===== config.mk =====
export PLATFORM = sky130hd
export DESIGN_NAME = page_bitmap_erase_copy_commands_flat
export DESIGN_NICKNAME = d
export VERILOG_FILES = /design/src/sv/pbec_pkg.sv /design/src/sv/pbec_item_if.sv /design/src/sv/pbec_cmd_if.sv /design/src/sv/pbec_cfg_if.sv /design/src/sv/pbec_front.sv /design/src/sv/pbec_queue.sv /design/src/sv/pbec_back.sv /design/src/sv/page_bitmap_erase_copy_commands.sv /design/src/flat_wrapper.sv
export SDC_FILE = /design/constraint.sdc
export NUM_CORES = 1
export LEC_CHECK = 0
export BUFFER_PORTS_ARGS = -buffer_cell sky130_fd_sc_hd__buf_2
export CORE_ASPECT_RATIO = 0.8
export CORE_MARGIN = 3
export CORE_UTILIZATION = 39
export CTS_CLUSTER_DIAMETER = 30
export DETAILED_ROUTE_END_ITERATION = 16
export GPL_TIMING_DRIVEN = 0
export REMOVE_ABC_BUFFERS = 1
export SLEW_MARGIN = 20
export SYNTH_ARGS = -nofsm -noshare
export SYNTH_HDL_FRONTEND = slang
export SYNTH_SLANG_ARGS = --single-unit

===== constraint.sdc =====
create_clock -name clk -period 16.4 [get_ports clk]
set_clock_uncertainty 0.05 [all_clocks]
set_input_delay 1.64 -clock clk [delete_from_list [all_inputs] [get_ports clk]]
set_output_delay 1.64 -clock clk [all_outputs]
set_load 0.05 [all_outputs]

===== src/sv/pbec_pkg.sv =====
// ----------------------------------------------------------------------------
// Page bitmap erase/copy command package
// Shared constants, codes, queue entry and command types for the block.
// ----------------------------------------------------------------------------
package pbec_pkg;

    localparam int ADDR_W           = 32;
    localparam int PAGE_BYTES       = 4096;
    localparam int MAX_BITMAP_BYTES = 8192;
    localparam int BITS             = 8;
    localparam int PAGE_SHIFT       = $clog2(PAGE_BYTES);
    localparam int SPAGE_W          = ADDR_W - PAGE_SHIFT;
    localparam int BCNT_W           = $clog2(MAX_BITMAP_BYTES + 1);
    localparam int BIT_W            = $clog2(BITS);
    localparam int PAGE_W           = BCNT_W + BIT_W;
    localparam int CMP_W            = (PAGE_W > SPAGE_W) ? PAGE_W : SPAGE_W;
    localparam int STEP_W           = BIT_W + 1;
    localparam int REG_IDX_W        = 2;

    localparam logic OP_ERASE  = 1'b0;
    localparam logic OP_COPY   = 1'b1;
    localparam logic CMD_ERASE = 1'b0;
    localparam logic CMD_COPY  = 1'b1;

    localparam logic [REG_IDX_W-1:0] REG_REGION_START = 2'd0;
    localparam logic [REG_IDX_W-1:0] REG_REGION_END   = 2'd1;
    localparam logic [REG_IDX_W-1:0] REG_COPY_SOURCE  = 2'd2;

    localparam logic [ADDR_W-1:0] PAGE_LEN = ADDR_W'(PAGE_BYTES);

    // Masks are indexed by step: step 0 is bit 7 of the bitmap byte.
    // Bit BITS of emit_mask marks the final run flush.
    typedef struct packed {
        logic              op;
        logic              first;
        logic [BITS-1:0]   set_mask;
        logic [BITS-1:0]   ins_mask;
        logic [BITS-1:0]   start_mask;
        logic [BITS:0]     emit_mask;
        logic [BCNT_W-1:0] byte_idx;
    } entry_t;

    typedef struct packed {
        logic              kind;
        logic [ADDR_W-1:0] target;
        logic [ADDR_W-1:0] source;
        logic [ADDR_W-1:0] length;
        logic              last;
    } cmd_t;

    function automatic logic [ADDR_W-1:0] page_addr(input logic [PAGE_W-1:0] page);
        return ADDR_W'(page) << PAGE_SHIFT;
    endfunction

endpackage


===== src/sv/pbec_item_if.sv =====
// ----------------------------------------------------------------------------
// Bitmap byte channel
// Valid/ready channel that carries one bitmap byte per transaction.
// ----------------------------------------------------------------------------
interface pbec_item_if;
    logic       valid;
    logic       ready;
    logic       opcode;
    logic [7:0] bitmap_byte;
    logic       last_byte;

    modport source (output valid, output opcode, output bitmap_byte, output last_byte,
                    input ready);
    modport sink   (input valid, input opcode, input bitmap_byte, input last_byte,
                    output ready);
endinterface


===== src/sv/pbec_cmd_if.sv =====
// ----------------------------------------------------------------------------
// Flash command channel
// Valid/ready channel that carries one flash command per transaction.
// ----------------------------------------------------------------------------
interface pbec_cmd_if;
    logic                        valid;
    logic                        ready;
    logic                        command_kind;
    logic [pbec_pkg::ADDR_W-1:0] target_addr;
    logic [pbec_pkg::ADDR_W-1:0] source_addr;
    logic [pbec_pkg::ADDR_W-1:0] erase_length;
    logic                        last_of_item;

    modport source (output valid, output command_kind, output target_addr,
                    output source_addr, output erase_length, output last_of_item,
                    input ready);
    modport sink   (input valid, input command_kind, input target_addr,
                    input source_addr, input erase_length, input last_of_item,
                    output ready);
endinterface


===== src/sv/pbec_cfg_if.sv =====
// ----------------------------------------------------------------------------
// Configuration write channel
// Valid/ready channel that writes one register per transaction.
// ----------------------------------------------------------------------------
interface pbec_cfg_if;
    logic                           valid;
    logic                           ready;
    logic [pbec_pkg::REG_IDX_W-1:0] addr;
    logic [pbec_pkg::ADDR_W-1:0]    data;

    modport source (output valid, output addr, output data, input ready);
    modport sink   (input valid, input addr, input data, output ready);
endinterface


===== src/sv/pbec_front.sv =====
// ----------------------------------------------------------------------------
// Bitmap byte classifier
// Accepts bitmap bytes, tracks the pass position and open erase run, and
// marks for each page bit whether it starts a run or issues a command.
// ----------------------------------------------------------------------------
module pbec_front
(
    input  logic                           clk,
    input  logic                           rst_n,
    pbec_item_if.sink                      item,
    input  logic [pbec_pkg::SPAGE_W-1:0]   start_page,
    input  logic [pbec_pkg::SPAGE_W-1:0]   end_page,
    output logic                           push_valid,
    input  logic                           push_ready,
    output pbec_pkg::entry_t               push_entry
);

    logic [pbec_pkg::BCNT_W-1:0] bcnt_reg;
    logic [pbec_pkg::BCNT_W-1:0] bcnt_next;
    logic                        run_open_reg;
    logic                        run_open_next;
    logic                        first;
    logic                        in_range;
    logic                        accept;

    assign accept     = item.valid && push_ready;
    assign item.ready = push_ready;
    assign push_valid = item.valid;
    assign first      = (bcnt_reg == '0);
    assign in_range   = (bcnt_reg < pbec_pkg::BCNT_W'(pbec_pkg::MAX_BITMAP_BYTES));

    always_comb
    begin : classify
        logic                        open_v;
        logic                        set_v;
        logic                        ins_v;
        logic [pbec_pkg::PAGE_W-1:0] page_v;
        open_v                = first ? 1'b0 : run_open_reg;
        push_entry            = '0;
        push_entry.op         = item.opcode;
        push_entry.first      = first;
        push_entry.byte_idx   = bcnt_reg;
        for (int k = 0; k < pbec_pkg::BITS; k++)
        begin
            page_v = {bcnt_reg, pbec_pkg::BIT_W'(k)};
            set_v  = item.bitmap_byte[pbec_pkg::BITS-1-k] && in_range;
            ins_v  = in_range
                     && (pbec_pkg::CMP_W'(page_v) >= pbec_pkg::CMP_W'(start_page))
                     && (pbec_pkg::CMP_W'(page_v) <  pbec_pkg::CMP_W'(end_page));
            push_entry.set_mask[k] = set_v;
            push_entry.ins_mask[k] = ins_v;
            if (item.opcode == pbec_pkg::OP_COPY)
            begin
                push_entry.emit_mask[k] = set_v && ins_v;
            end
            else if (ins_v)
            begin
                if (set_v && !open_v)
                begin
                    push_entry.start_mask[k] = 1'b1;
                    open_v = 1'b1;
                end
                else if (!set_v && open_v)
                begin
                    push_entry.emit_mask[k] = 1'b1;
                    open_v = 1'b0;
                end
            end
        end
        push_entry.emit_mask[pbec_pkg::BITS] =
            item.last_byte && (item.opcode == pbec_pkg::OP_ERASE) && open_v;
        run_open_next = item.last_byte ? 1'b0 : open_v;
    end

    always_comb
    begin
        if (item.last_byte)
        begin
            bcnt_next = '0;
        end
        else if (in_range)
        begin
            bcnt_next = bcnt_reg + pbec_pkg::BCNT_W'(1);
        end
        else
        begin
            bcnt_next = bcnt_reg;
        end
    end

    always_ff @(posedge clk or negedge rst_n)
    begin
        if (!rst_n)
        begin
            bcnt_reg     <= '0;
            run_open_reg <= 1'b0;
        end
        else if (accept)
        begin
            bcnt_reg     <= bcnt_next;
            run_open_reg <= run_open_next;
        end
    end

endmodule


===== src/sv/pbec_queue.sv =====
// ----------------------------------------------------------------------------
// Classified byte queue
// Two-entry queue that decouples the classifier from the command issuer.
// ----------------------------------------------------------------------------
module pbec_queue
(
    input  logic             clk,
    input  logic             rst_n,
    input  logic             push_valid,
    output logic             push_ready,
    input  pbec_pkg::entry_t push_entry,
    output logic             head_valid,
    input  logic             head_pop,
    output pbec_pkg::entry_t head
);

    pbec_pkg::entry_t mem [2];
    logic             wr_ptr_reg;
    logic             rd_ptr_reg;
    logic [1:0]       count_reg;
    logic [1:0]       count_next;
    logic             push;
    logic             pop;

    assign push_ready = (count_reg != 2'd2);
    assign head_valid = (count_reg != 2'd0);
    assign head       = mem[rd_ptr_reg];
    assign push       = push_valid && push_ready;
    assign pop        = head_pop && head_valid;

    always_comb
    begin
        count_next = count_reg;
        if (push && !pop)
        begin
            count_next = count_reg + 2'd1;
        end
        else if (pop && !push)
        begin
            count_next = count_reg - 2'd1;
        end
    end

    always_ff @(posedge clk or negedge rst_n)
    begin
        if (!rst_n)
        begin
            wr_ptr_reg <= 1'b0;
            rd_ptr_reg <= 1'b0;
            count_reg  <= 2'd0;
        end
        else
        begin
            count_reg <= count_next;
            if (push)
            begin
                wr_ptr_reg <= ~wr_ptr_reg;
            end
            if (pop)
            begin
                rd_ptr_reg <= ~rd_ptr_reg;
            end
        end
    end

    always_ff @(posedge clk)
    begin
        if (push)
        begin
            mem[wr_ptr_reg] <= push_entry;
        end
    end

endmodule


===== src/sv/pbec_back.sv =====
// ----------------------------------------------------------------------------
// Flash command issuer
// Walks the page bits of each classified byte, one per cycle unless the
// cmd channel stalls, keeps the copy addresses and run start, and issues
// commands through an output register.
// ----------------------------------------------------------------------------
module pbec_back
(
    input  logic                         clk,
    input  logic                         rst_n,
    input  logic                         head_valid,
    input  pbec_pkg::entry_t             head,
    output logic                         head_pop,
    input  logic [pbec_pkg::ADDR_W-1:0]  region_start,
    input  logic [pbec_pkg::ADDR_W-1:0]  region_end,
    input  logic [pbec_pkg::ADDR_W-1:0]  copy_source,
    pbec_cmd_if.source                   cmd
);

    localparam logic [pbec_pkg::BIT_W-1:0] BIT_LAST = pbec_pkg::BIT_W'(pbec_pkg::BITS - 1);

    logic [pbec_pkg::STEP_W-1:0] step_reg;
    logic [pbec_pkg::STEP_W-1:0] step_next;
    logic [pbec_pkg::ADDR_W-1:0] dest_reg;
    logic [pbec_pkg::ADDR_W-1:0] dest_next;
    logic [pbec_pkg::ADDR_W-1:0] src_reg;
    logic [pbec_pkg::ADDR_W-1:0] src_next;
    logic [pbec_pkg::PAGE_W-1:0] run_start_reg;
    logic [pbec_pkg::PAGE_W-1:0] run_start_next;
    logic                        out_valid_reg;
    logic                        out_valid_next;
    pbec_pkg::cmd_t              out_cmd_reg;
    pbec_pkg::cmd_t              new_cmd;

    logic [pbec_pkg::BIT_W-1:0]  bit_idx;
    logic                        flush_step;
    logic                        advance;
    logic                        emit_now;
    logic                        end_item;
    logic                        later;
    logic                        load_base;
    logic [pbec_pkg::ADDR_W-1:0] dest_cur;
    logic [pbec_pkg::ADDR_W-1:0] src_cur;
    logic [pbec_pkg::ADDR_W-1:0] run_addr;
    logic [pbec_pkg::PAGE_W-1:0] page;

    assign bit_idx    = step_reg[pbec_pkg::BIT_W-1:0];
    assign flush_step = step_reg[pbec_pkg::BIT_W];
    assign advance    = head_valid && (!out_valid_reg || cmd.ready);
    assign load_base  = head.first && (step_reg == '0);
    assign dest_cur   = load_base ? region_start : dest_reg;
    assign src_cur    = load_base ? copy_source : src_reg;
    assign page       = {head.byte_idx, bit_idx};
    assign run_addr   = pbec_pkg::page_addr(run_start_reg);
    assign emit_now   = flush_step ? head.emit_mask[pbec_pkg::BITS] : head.emit_mask[bit_idx];
    assign end_item   = flush_step
                        || ((bit_idx == BIT_LAST) && !head.emit_mask[pbec_pkg::BITS]);
    assign head_pop   = advance && end_item;

    always_comb
    begin
        later = 1'b0;
        for (int j = 0; j <= pbec_pkg::BITS; j++)
        begin
            if (j > int'(step_reg))
            begin
                later = later | head.emit_mask[j];
            end
        end
    end

    always_comb
    begin
        new_cmd      = '0;
        new_cmd.last = !later;
        if (flush_step)
        begin
            new_cmd.kind   = pbec_pkg::CMD_ERASE;
            new_cmd.target = run_addr;
            new_cmd.length = region_end - run_addr;
        end
        else if (head.op == pbec_pkg::OP_COPY)
        begin
            new_cmd.kind   = pbec_pkg::CMD_COPY;
            new_cmd.target = dest_cur;
            new_cmd.source = src_cur;
            new_cmd.length = pbec_pkg::PAGE_LEN;
        end
        else
        begin
            new_cmd.kind   = pbec_pkg::CMD_ERASE;
            new_cmd.target = run_addr;
            new_cmd.length = pbec_pkg::page_addr(page - run_start_reg);
        end
    end

    always_comb
    begin
        dest_next      = dest_reg;
        src_next       = src_reg;
        run_start_next = run_start_reg;
        step_next      = step_reg;
        out_valid_next = out_valid_reg;
        if (advance)
        begin
            step_next = end_item ? '0 : step_reg + pbec_pkg::STEP_W'(1);
            if (!flush_step)
            begin
                dest_next = dest_cur;
                src_next  = src_cur;
                if (head.op == pbec_pkg::OP_COPY)
                begin
                    if (head.ins_mask[bit_idx])
                    begin
                        dest_next = dest_cur + pbec_pkg::PAGE_LEN;
                    end
                    if (head.set_mask[bit_idx])
                    begin
                        src_next = src_cur + pbec_pkg::PAGE_LEN;
                    end
                end
                else if (head.start_mask[bit_idx])
                begin
                    run_start_next = page;
                end
            end
        end
        if (advance && emit_now)
        begin
            out_valid_next = 1'b1;
        end
        else if (cmd.ready)
        begin
            out_valid_next = 1'b0;
        end
    end

    always_ff @(posedge clk or negedge rst_n)
    begin
        if (!rst_n)
        begin
            step_reg      <= '0;
            out_valid_reg <= 1'b0;
        end
        else
        begin
            step_reg      <= step_next;
            out_valid_reg <= out_valid_next;
        end
    end

    always_ff @(posedge clk)
    begin
        dest_reg      <= dest_next;
        src_reg       <= src_next;
        run_start_reg <= run_start_next;
        if (advance && emit_now)
        begin
            out_cmd_reg <= new_cmd;
        end
    end

    assign cmd.valid        = out_valid_reg;
    assign cmd.command_kind = out_cmd_reg.kind;
    assign cmd.target_addr  = out_cmd_reg.target;
    assign cmd.source_addr  = out_cmd_reg.source;
    assign cmd.erase_length = out_cmd_reg.length;
    assign cmd.last_of_item = out_cmd_reg.last;

endmodule


===== src/sv/page_bitmap_erase_copy_commands.sv =====
// ----------------------------------------------------------------------------
// Page bitmap erase/copy command generator
// Turns a page bitmap, one byte per transaction, into flash erase and
// page copy commands.
// ----------------------------------------------------------------------------
// The cfg channel writes the region start, region end and copy source
// registers; it is always ready and should only be used between passes.
// The item channel takes one bitmap byte per transaction with its opcode
// and a last-byte mark. A byte is classified in the cycle it is accepted
// and waits in a two-entry queue until the issuer takes it.
// The issuer walks the eight page bits of a byte at one bit per cycle while
// the cmd channel does not stall it, plus a flush step when the last erase
// byte flushes an open run. Each command goes out on the cmd channel from an
// output register, at most one per cycle, after the byte has passed through
// the queue; last_of_item marks the final command of a byte.
// When the receiver stalls, the issuer holds its current bit and the queue
// keeps accepting until it holds two bytes, then the item channel drops
// ready. Reset empties the queue and the output register, ends any pass
// and clears all three registers.
// ----------------------------------------------------------------------------
module page_bitmap_erase_copy_commands
(
    input  logic       clk,
    input  logic       rst_n,
    pbec_cfg_if.sink   cfg,
    pbec_item_if.sink  item,
    pbec_cmd_if.source cmd
);

    logic [pbec_pkg::ADDR_W-1:0] region_start_reg;
    logic [pbec_pkg::ADDR_W-1:0] region_end_reg;
    logic [pbec_pkg::ADDR_W-1:0] copy_source_reg;
    logic                        push_valid;
    logic                        push_ready;
    pbec_pkg::entry_t            push_entry;
    logic                        head_valid;
    logic                        head_pop;
    pbec_pkg::entry_t            head;

    assign cfg.ready = 1'b1;

    always_ff @(posedge clk or negedge rst_n)
    begin
        if (!rst_n)
        begin
            region_start_reg <= '0;
            region_end_reg   <= '0;
            copy_source_reg  <= '0;
        end
        else if (cfg.valid)
        begin
            unique case (cfg.addr)
                pbec_pkg::REG_REGION_START:
                begin
                    region_start_reg <= cfg.data;
                end
                pbec_pkg::REG_REGION_END:
                begin
                    region_end_reg <= cfg.data;
                end
                pbec_pkg::REG_COPY_SOURCE:
                begin
                    copy_source_reg <= cfg.data;
                end
                default:
                begin
                end
            endcase
        end
    end

    pbec_front u_front
    (
        .clk        (clk),
        .rst_n      (rst_n),
        .item       (item),
        .start_page (region_start_reg[pbec_pkg::ADDR_W-1:pbec_pkg::PAGE_SHIFT]),
        .end_page   (region_end_reg[pbec_pkg::ADDR_W-1:pbec_pkg::PAGE_SHIFT]),
        .push_valid (push_valid),
        .push_ready (push_ready),
        .push_entry (push_entry)
    );

    pbec_queue u_queue
    (
        .clk        (clk),
        .rst_n      (rst_n),
        .push_valid (push_valid),
        .push_ready (push_ready),
        .push_entry (push_entry),
        .head_valid (head_valid),
        .head_pop   (head_pop),
        .head       (head)
    );

    pbec_back u_back
    (
        .clk          (clk),
        .rst_n        (rst_n),
        .head_valid   (head_valid),
        .head         (head),
        .head_pop     (head_pop),
        .region_start (region_start_reg),
        .region_end   (region_end_reg),
        .copy_source  (copy_source_reg),
        .cmd          (cmd)
    );

endmodule

===== src/flat_wrapper.sv =====
// flat-port wrapper written by rule: the top's interface ports become plain ports
module page_bitmap_erase_copy_commands_flat 
  (clk, rst_n, cfg_valid, cfg_addr, cfg_data, cfg_ready, item_valid, item_opcode, item_bitmap_byte, item_last_byte, item_ready, cmd_valid, cmd_command_kind, cmd_target_addr, cmd_source_addr, cmd_erase_length, cmd_last_of_item, cmd_ready);
  pbec_cfg_if cfg_i ();
  pbec_item_if item_i ();
  pbec_cmd_if cmd_i ();
  input  logic clk;
  input  logic rst_n;
  input wire logic [$bits(cfg_i.valid)-1:0] cfg_valid;
  input wire logic [$bits(cfg_i.addr)-1:0] cfg_addr;
  input wire logic [$bits(cfg_i.data)-1:0] cfg_data;
  output wire logic [$bits(cfg_i.ready)-1:0] cfg_ready;
  input wire logic [$bits(item_i.valid)-1:0] item_valid;
  input wire logic [$bits(item_i.opcode)-1:0] item_opcode;
  input wire logic [$bits(item_i.bitmap_byte)-1:0] item_bitmap_byte;
  input wire logic [$bits(item_i.last_byte)-1:0] item_last_byte;
  output wire logic [$bits(item_i.ready)-1:0] item_ready;
  output wire logic [$bits(cmd_i.valid)-1:0] cmd_valid;
  output wire logic [$bits(cmd_i.command_kind)-1:0] cmd_command_kind;
  output wire logic [$bits(cmd_i.target_addr)-1:0] cmd_target_addr;
  output wire logic [$bits(cmd_i.source_addr)-1:0] cmd_source_addr;
  output wire logic [$bits(cmd_i.erase_length)-1:0] cmd_erase_length;
  output wire logic [$bits(cmd_i.last_of_item)-1:0] cmd_last_of_item;
  input wire logic [$bits(cmd_i.ready)-1:0] cmd_ready;
  assign cfg_i.valid = cfg_valid;
  assign cfg_i.addr = cfg_addr;
  assign cfg_i.data = cfg_data;
  assign cfg_ready = cfg_i.ready;
  assign item_i.valid = item_valid;
  assign item_i.opcode = item_opcode;
  assign item_i.bitmap_byte = item_bitmap_byte;
  assign item_i.last_byte = item_last_byte;
  assign item_ready = item_i.ready;
  assign cmd_valid = cmd_i.valid;
  assign cmd_command_kind = cmd_i.command_kind;
  assign cmd_target_addr = cmd_i.target_addr;
  assign cmd_source_addr = cmd_i.source_addr;
  assign cmd_erase_length = cmd_i.erase_length;
  assign cmd_last_of_item = cmd_i.last_of_item;
  assign cmd_i.ready = cmd_ready;
  page_bitmap_erase_copy_commands u_core (.clk(clk), .rst_n(rst_n), .cfg(cfg_i), .item(item_i), .cmd(cmd_i));
endmodule

# After elaboration in Yosys (flattened, before gate mapping)
# Memory sizes are Yosys's and may differ from the RTL's.
# Cells that the tools add are included.
# word_totals
ff_bits	299
inputBits	49
mem_bits_rw	98
n_memories	1
# op_classes
magnitude_cmp	27
muxes	126
reduce_logical	96
n_addsub	8
bitwise	12
eq_ne	4
# memory_table
memory	depth	word_bits	read_ports	rd_ports_with_merged_regs	write_ports	line_no	source
u_core.u_queue.mem	2	49	1	0	1	pbec_queue.sv:17	pbec_pkg::entry_t mem [2];
# ops
op	n
$mux W32	7
$ge A17 B20 Y1	8
$lt A17 B20 Y1	8
$mux W1	107
$add A32 B13 Y32 const B	2
$logic_and A1 B1 Y1	59
$mux W29	2
$mux W33	1
$sub A32 B29 Y32	1
$mux W14	2
$logic_not A1 Y1	21
$sub A17 B17 Y17	1
$gt A3 B4 Y1 const A	4
$add A14 B1 Y14 const B	1
$logic_not A14 Y1	1
$lt A14 B14 Y1 const B	1
$bmux W1 S3	4
$reduce_and A2 Y1	5
$gt A2 B4 Y1 const A	2
$reduce_bool A2 Y1	4
$or A1 B1 Y1	7
$lt A3 B5 Y1 const B	1
$not A1 Y1	5
$add A4 B1 Y4 const B	1
16 further kinds	18

# Logic depth before layout (Yosys ltp)
# depth
depth_word	44
ltp_mapped	17
mapped_depth_nobuf	15

# Cells and area by module
# Synthesis repeated with hierarchy kept, for this count alone.
# hier_totals
hier_cells	1606
hier_area_um2	20134.3
# by_module_without_submodules
mod	cells_each	instances	area_each_um2	seq_area_each_um2
pbec_back	883	1	9998.3	5500.3
pbec_queue	171	1	3983.8	3042.9
page_bitmap_erase_copy_commands	206	1	3637.2	2402.3
pbec_front	346	1	2514.9	375.4

# Worst setup path after synthesis
# OpenSTA, ideal clock, no wires.
# synth_timing
kind	input-to-reg
startpoint	input cmd_ready
endpoint	register u_core.u_back.out_valid_reg, in the netlist u_core.u_back.cmd.valid
stages	3
setup_slack_ps	6533
t_arrival_ps	9696
required_ps	16229
cell_sequence	o22ai_1 -> a211oi_1 -> o21bai_1
# synth_between
elab_chain_cells	4
word_cells_on_any_way	5
classes_between	1 x mux; 4 x reduce/logical
# synth_rtl
element	line_no	source
start: declaration	flat_wrapper.sv:24	input wire logic [$bits(cmd_i.ready)-1:0] cmd_ready;
$logic_or A1 B1 Y1	pbec_back.sv:49	assign advance = head_valid && (!out_valid_reg || cmd.ready);
$logic_and A1 B1 Y1	pbec_back.sv:49	
$logic_and A1 B1 Y1	pbec_back.sv:128	if (advance && emit_now)
$mux W1	pbec_back.sv:128	
via u_core.u_back.out_valid_next	pbec_back.sv:31	logic out_valid_next;
end signal: assignment	pbec_back.sv:148	out_valid_reg <= out_valid_next;
end: declaration	pbec_back.sv:30	logic out_valid_reg;
# The timed path passes the listed nets, and every way through them passes these cells.
# A chain may end at the register's enable or synchronous reset.

==> results.md <==
- The net switching power is about 2.2 mW.
- For this run, the number of standard cells in the final layout without fillers is roughly 2.4k.
- The tightest min-delay check is of the reg -> reg type.
- The tree is rooted in a sky130_fd_sc_hd__clkbuf_16.
- The die is around 250 um wide.
- Derived from the worst setup path, the maximum achievable clock frequency is about 190 MHz.
- The part of the total power dissipated in combinational logic is 0.385.
- The leakage power summed over all cells is 9.736 nW.
- Compared with the post-synthesis result, the final layout area differs by 25.05%.
- The global routing stage identified its most utilized layer as met2.
- Entering global routing, the biggest net connects 69 pins.
- The post-CTS setup buffer count is 0.
- Cell internal power was estimated by the tool at about 3.5 mW.
- For this run, design rule violations remaining after detail routing come to 0.
- The first detailed-routing pass ran for 5 iterations.
- Gates resized during post-CTS repair numbered 0.
- For this run, the leading register cell type out of synthesis is sky130_fd_sc_hd__edfxtp_1.
- In this run, placement finished with an instance count of 2279.
- After legalization and detailed placement, the total HPWL measured 33.91 mm.
- Using the TritonRoute via totals, the vias-per-cell ratio works out to between 5 and 6.
- In the finished design, the share of the clock period the worst path needs comes to 0.3166.
- The share of synthesized area in the top cell type comes to 0.4323.
- The I/O pin total is 150.
- For met3 alone, demand over resource in global routing was 0.04405.
- In this run the cell area of the synthesized design comes to about 19000 sq um.
- In the global route stage, met2 resource usage came out at 0.2740.
- In the layout the commonest cells are sky130_fd_sc_hd__edfxtp_1 (277), sky130_fd_sc_hd__buf_2 (147), sky130_fd_sc_hd__mux2_2 (124), sky130_fd_sc_hd__dfrtp_1 (118), sky130_fd_sc_hd__nor2_1 (117).
- The global routing usage on met1 is 0.2729.
- After synthesis, the cell types taking the most area are sky130_fd_sc_hd__edfxtp_1 (43%), sky130_fd_sc_hd__dfrtp_1 (16%), sky130_fd_sc_hd__mux2_2 (7.3%).
- The endpoint of the worst setup timing path is u_core.u_back.cmd.erase_length[28].
- During placement, the flow inserted port buffers numbering 148.
- The cell area power density is approximately 240 nW/um^2.
- The clock net in this run drives a total of just under 400 sinks.
- In this run the vertical extent of the chip is 204.7 um.
- Yosys printed 0 warnings.
- Of the synthesized area, sequential elements account for 0.5883.
- After detailed routing, the average wire length per cell comes to 19.69 um.
- For flop-to-flop paths, the worst setup slack is between 10 and 15 ns.
- The number of setup violations in the final report is 0.
- The flip-flop and latch count after synthesis is just under 400.
- The required time at the worst-slack endpoint is between 15 and 20 ns.
- The critical path launch point type is a flop.
- For this run, the total global-route usage over all layers was measured as 0.1865.
- The core area is 48560 sq um.
- For this block, the via count after detailed routing is ~13k.
- The filler cell count in the final layout is 4115.
- The total number of placement rows is 72.
- The aggregate global routing overflow is 0.
- The path depth of the worst reg2reg path is 15.
- Max-cap violations in this run came to 0.
- The initial utilization of the core area, before any placement, comes to 0.3963.
- The synthesized instance count is around 1.5k.
- The final number of max-transition violations was 0.
- The relative contribution of sequential cells to total power is 0.318.
- For this block, the initial DRC count from the detailed router was between 800 and 900.
- In the final layout, the share of cells above drive strength 1 is 0.2727.
- Measured against its own limit, the worst slew margin works out to 0.3470.
- The clock-pin slew on the worst setup and hold paths is ~0.040 ns.
- Summed over all failing endpoints, the final setup total negative slack is 0 ns.
- The part of the total power dissipated in the clock network is 0.298.
- Averaged over all synthesized cells, the footprint is 12.64 sq um.
- The maximum clock insertion buffer count is 3.
- The critical register-to-register path endpoint is u_core.u_back.cmd.erase_length[28].
- The initial antenna violation count is 1.
- The CTS tree is yes.
- VDD sags by at most approximately 0.00013 V.
- The final antenna-violating net count is 0.
- The critical-path maximum fanout is 18.
- The total inserted antenna cells is 0.
- In this run, post-CTS hold repair placed 0 buffers.
- The register with the most flip-flops in the layout has between 90 and 100 of them.
- Of all flip-flops after synthesis, the portion carrying an async set or reset was 0.3023.
- The worst setup path is captured at a flop.
- The share of total power consumed by net switching is 0.3830.
- The flow ran to the end, and the final reports show no timing, DRC or antenna violations.
- In this run, CTS created clock tree buffers numbering 82.
- The register containing the most flip-flops in the final layout is u_core.u_queue.mem.
- The clock latency on the worst-skew pair is 0.61 ns.
- The first global-routing pass estimated between 70 and 80 mm of wire.
- The routed design could run at a clock period as short as around 5.2 ns.
- The hold violation count in the final report was 0.
- The most common library cell in the layout ignoring fill and taps is sky130_fd_sc_hd__edfxtp_1.
- The worst register-to-register path begins at u_core.u_back.step_reg[0].
- The worst setup path is of the reg -> reg kind.
- The floorplan die area is 52060 sq um.
- The congestion estimate from routability-driven global placement came to roughly 0.86.
- The number of levels the H-tree was split into is 3.
- The number of global-route vias before repair came to 12.94k.
- The number of nets in the final layout is ~1.9k.
- Counting flops with a built-in enable in the synthesized netlist gives between 200 and 300.
- The share of the core filled with cells in the final layout is 0.4956.
- The largest total area in the synthesized netlist belongs to sky130_fd_sc_hd__edfxtp_1.
- The source of the critical timing path is u_core.u_back.step_reg[0].
- The sum of routed wire length over all layers is 47.90 mm.
- For the pin with the worst max-slew slack, the measured transition is around 0.97 ns.
- The post-synthesis cell type count is 67.
- Setup repair after global routing left no endpoint under its margin.
- At the worst endpoint, the arrival time is 5.48 ns.
==> per-stage QoR <==
step	worst slack (ns)	area [sq um]	power [mW]	hold WS [ns]
after floorplan	6.189	19030	3.386	0.4146
after global placement	0.3807	20560	3.983	0.4301
after detailed placement	11.46	21150	4.017	0.4364
after CTS	11.40	24060	5.745	0.4460
after global routing	11.12	24060	6.005	0.4511
final	11.21	24060	5.701	0.4440
==> power by group through the flow <==
stage | registers [mW] | clock network (mW) | logic (mW)
finish | 1.81 | 1.70 | 2.19
global route | 1.85 | 1.78 | 2.37
CTS | 1.81 | 1.73 | 2.21
detailed placement | 1.83 | 0 | 2.19
global placement | 1.97 | 0 | 2.02
floorplan | 2.32 | 0 | 1.07
==> area by class of cell <==
cell class	count	area, sq um	share of cell area
sequential	397	11330	0.4707
multi-input combinational	992	7477	0.3107
clock buffer	103	2252	0.09359
timing repair buffer	180	1257	0.05226
tap	629	787.0	0.03271
clock inverter	51	659.4	0.02740
inverter	81	304.0	0.01264
==> per-layer routing <==
metal	wire length, um	part of all wire
met3	2690	0.056
met5	0	0
met2	21230	0.44
met1	22990	0.48
met4	978	0.020
==> worst min-delay path by stage <==
stage,end,from,cells after the start
2_1_floorplan,u_core.u_queue.count_reg[1],u_core.u_queue.count_reg[1],1
3_3_place_gp,u_core.region_end_reg[10],u_core.region_end_reg[10],1
3_5_place_dp,u_core.region_end_reg[10],u_core.region_end_reg[10],1
4_1_cts,u_core.region_end_reg[5],u_core.region_end_reg[5],1
5_1_grt,u_core.region_end_reg[8],u_core.region_end_reg[8],1
6_report,u_core.region_end_reg[1],u_core.region_end_reg[1],1
==> synthesized netlist by cell type, drive strengths merged, types with 3 or more instances <==
master and n:
edfxtp 277, mux2 126, nor2 122, dfrtp 120
nand2 104, inv 81, ha 72, a21oi 64
o21ai 63, xnor2 48, and2 43, nor3 41
mux2i 37, xor2 37, clkbuf 35, nand3 22
nor2b 21, mux4 19, buf 17, nand4 16
or3 16, nand2b 13, a22o 12, a211oi 11
a21o 7, a31oi 7, nand3b 7, nor4 7
o31ai 6, or2 6, a21boi 5, a211o 4
a41oi 4, and3 4, and4 4, nor3b 4
nor4b 4, o211ai 4, o41ai 4, a31o 3
o21a 3
==> cells by family (layout without fill, tap and decap cells) <==
| logic type | count (synthesis) | after routing | share of synthesized area |
|---|---|---|---|
| AOI/OAI and AO/OA | 212 | 212 | 0.06932 |
| other | 1 | 1 | 0.0001949 |
| xor gates and xnor gates | 85 | 85 | 0.03869 |
| buffers and inverters | 133 | 415 | 0.02673 |
| DFF | 397 | 397 | 0.5883 |
| muxes | 182 | 182 | 0.1156 |
| and+or+nand+nor | 438 | 438 | 0.1122 |
| adders and majority gates | 74 | 74 | 0.04890 |
==> worst max-delay path, stage by stage (launching register included) <==
cell and delay, ns:
sky130_fd_sc_hd__dfrtp_1 0.72, sky130_fd_sc_hd__inv_1 0.35, sky130_fd_sc_hd__ha_1 0.21, sky130_fd_sc_hd__inv_1 0.06, sky130_fd_sc_hd__fa_1 0.41, sky130_fd_sc_hd__a21o_1 0.19, sky130_fd_sc_hd__a21oi_1 0.23, sky130_fd_sc_hd__nor2b_1 0.10
sky130_fd_sc_hd__o21a_1 0.21, sky130_fd_sc_hd__o311ai_0 0.80, sky130_fd_sc_hd__a31oi_1 0.35, sky130_fd_sc_hd__a21oi_1 0.27, sky130_fd_sc_hd__nor2b_1 0.09, sky130_fd_sc_hd__o21ai_0 0.43, sky130_fd_sc_hd__mux2i_1 0.15, sky130_fd_sc_hd__a211o_1 0.31
Note: power is estimated with default switching activity, not from simulation.
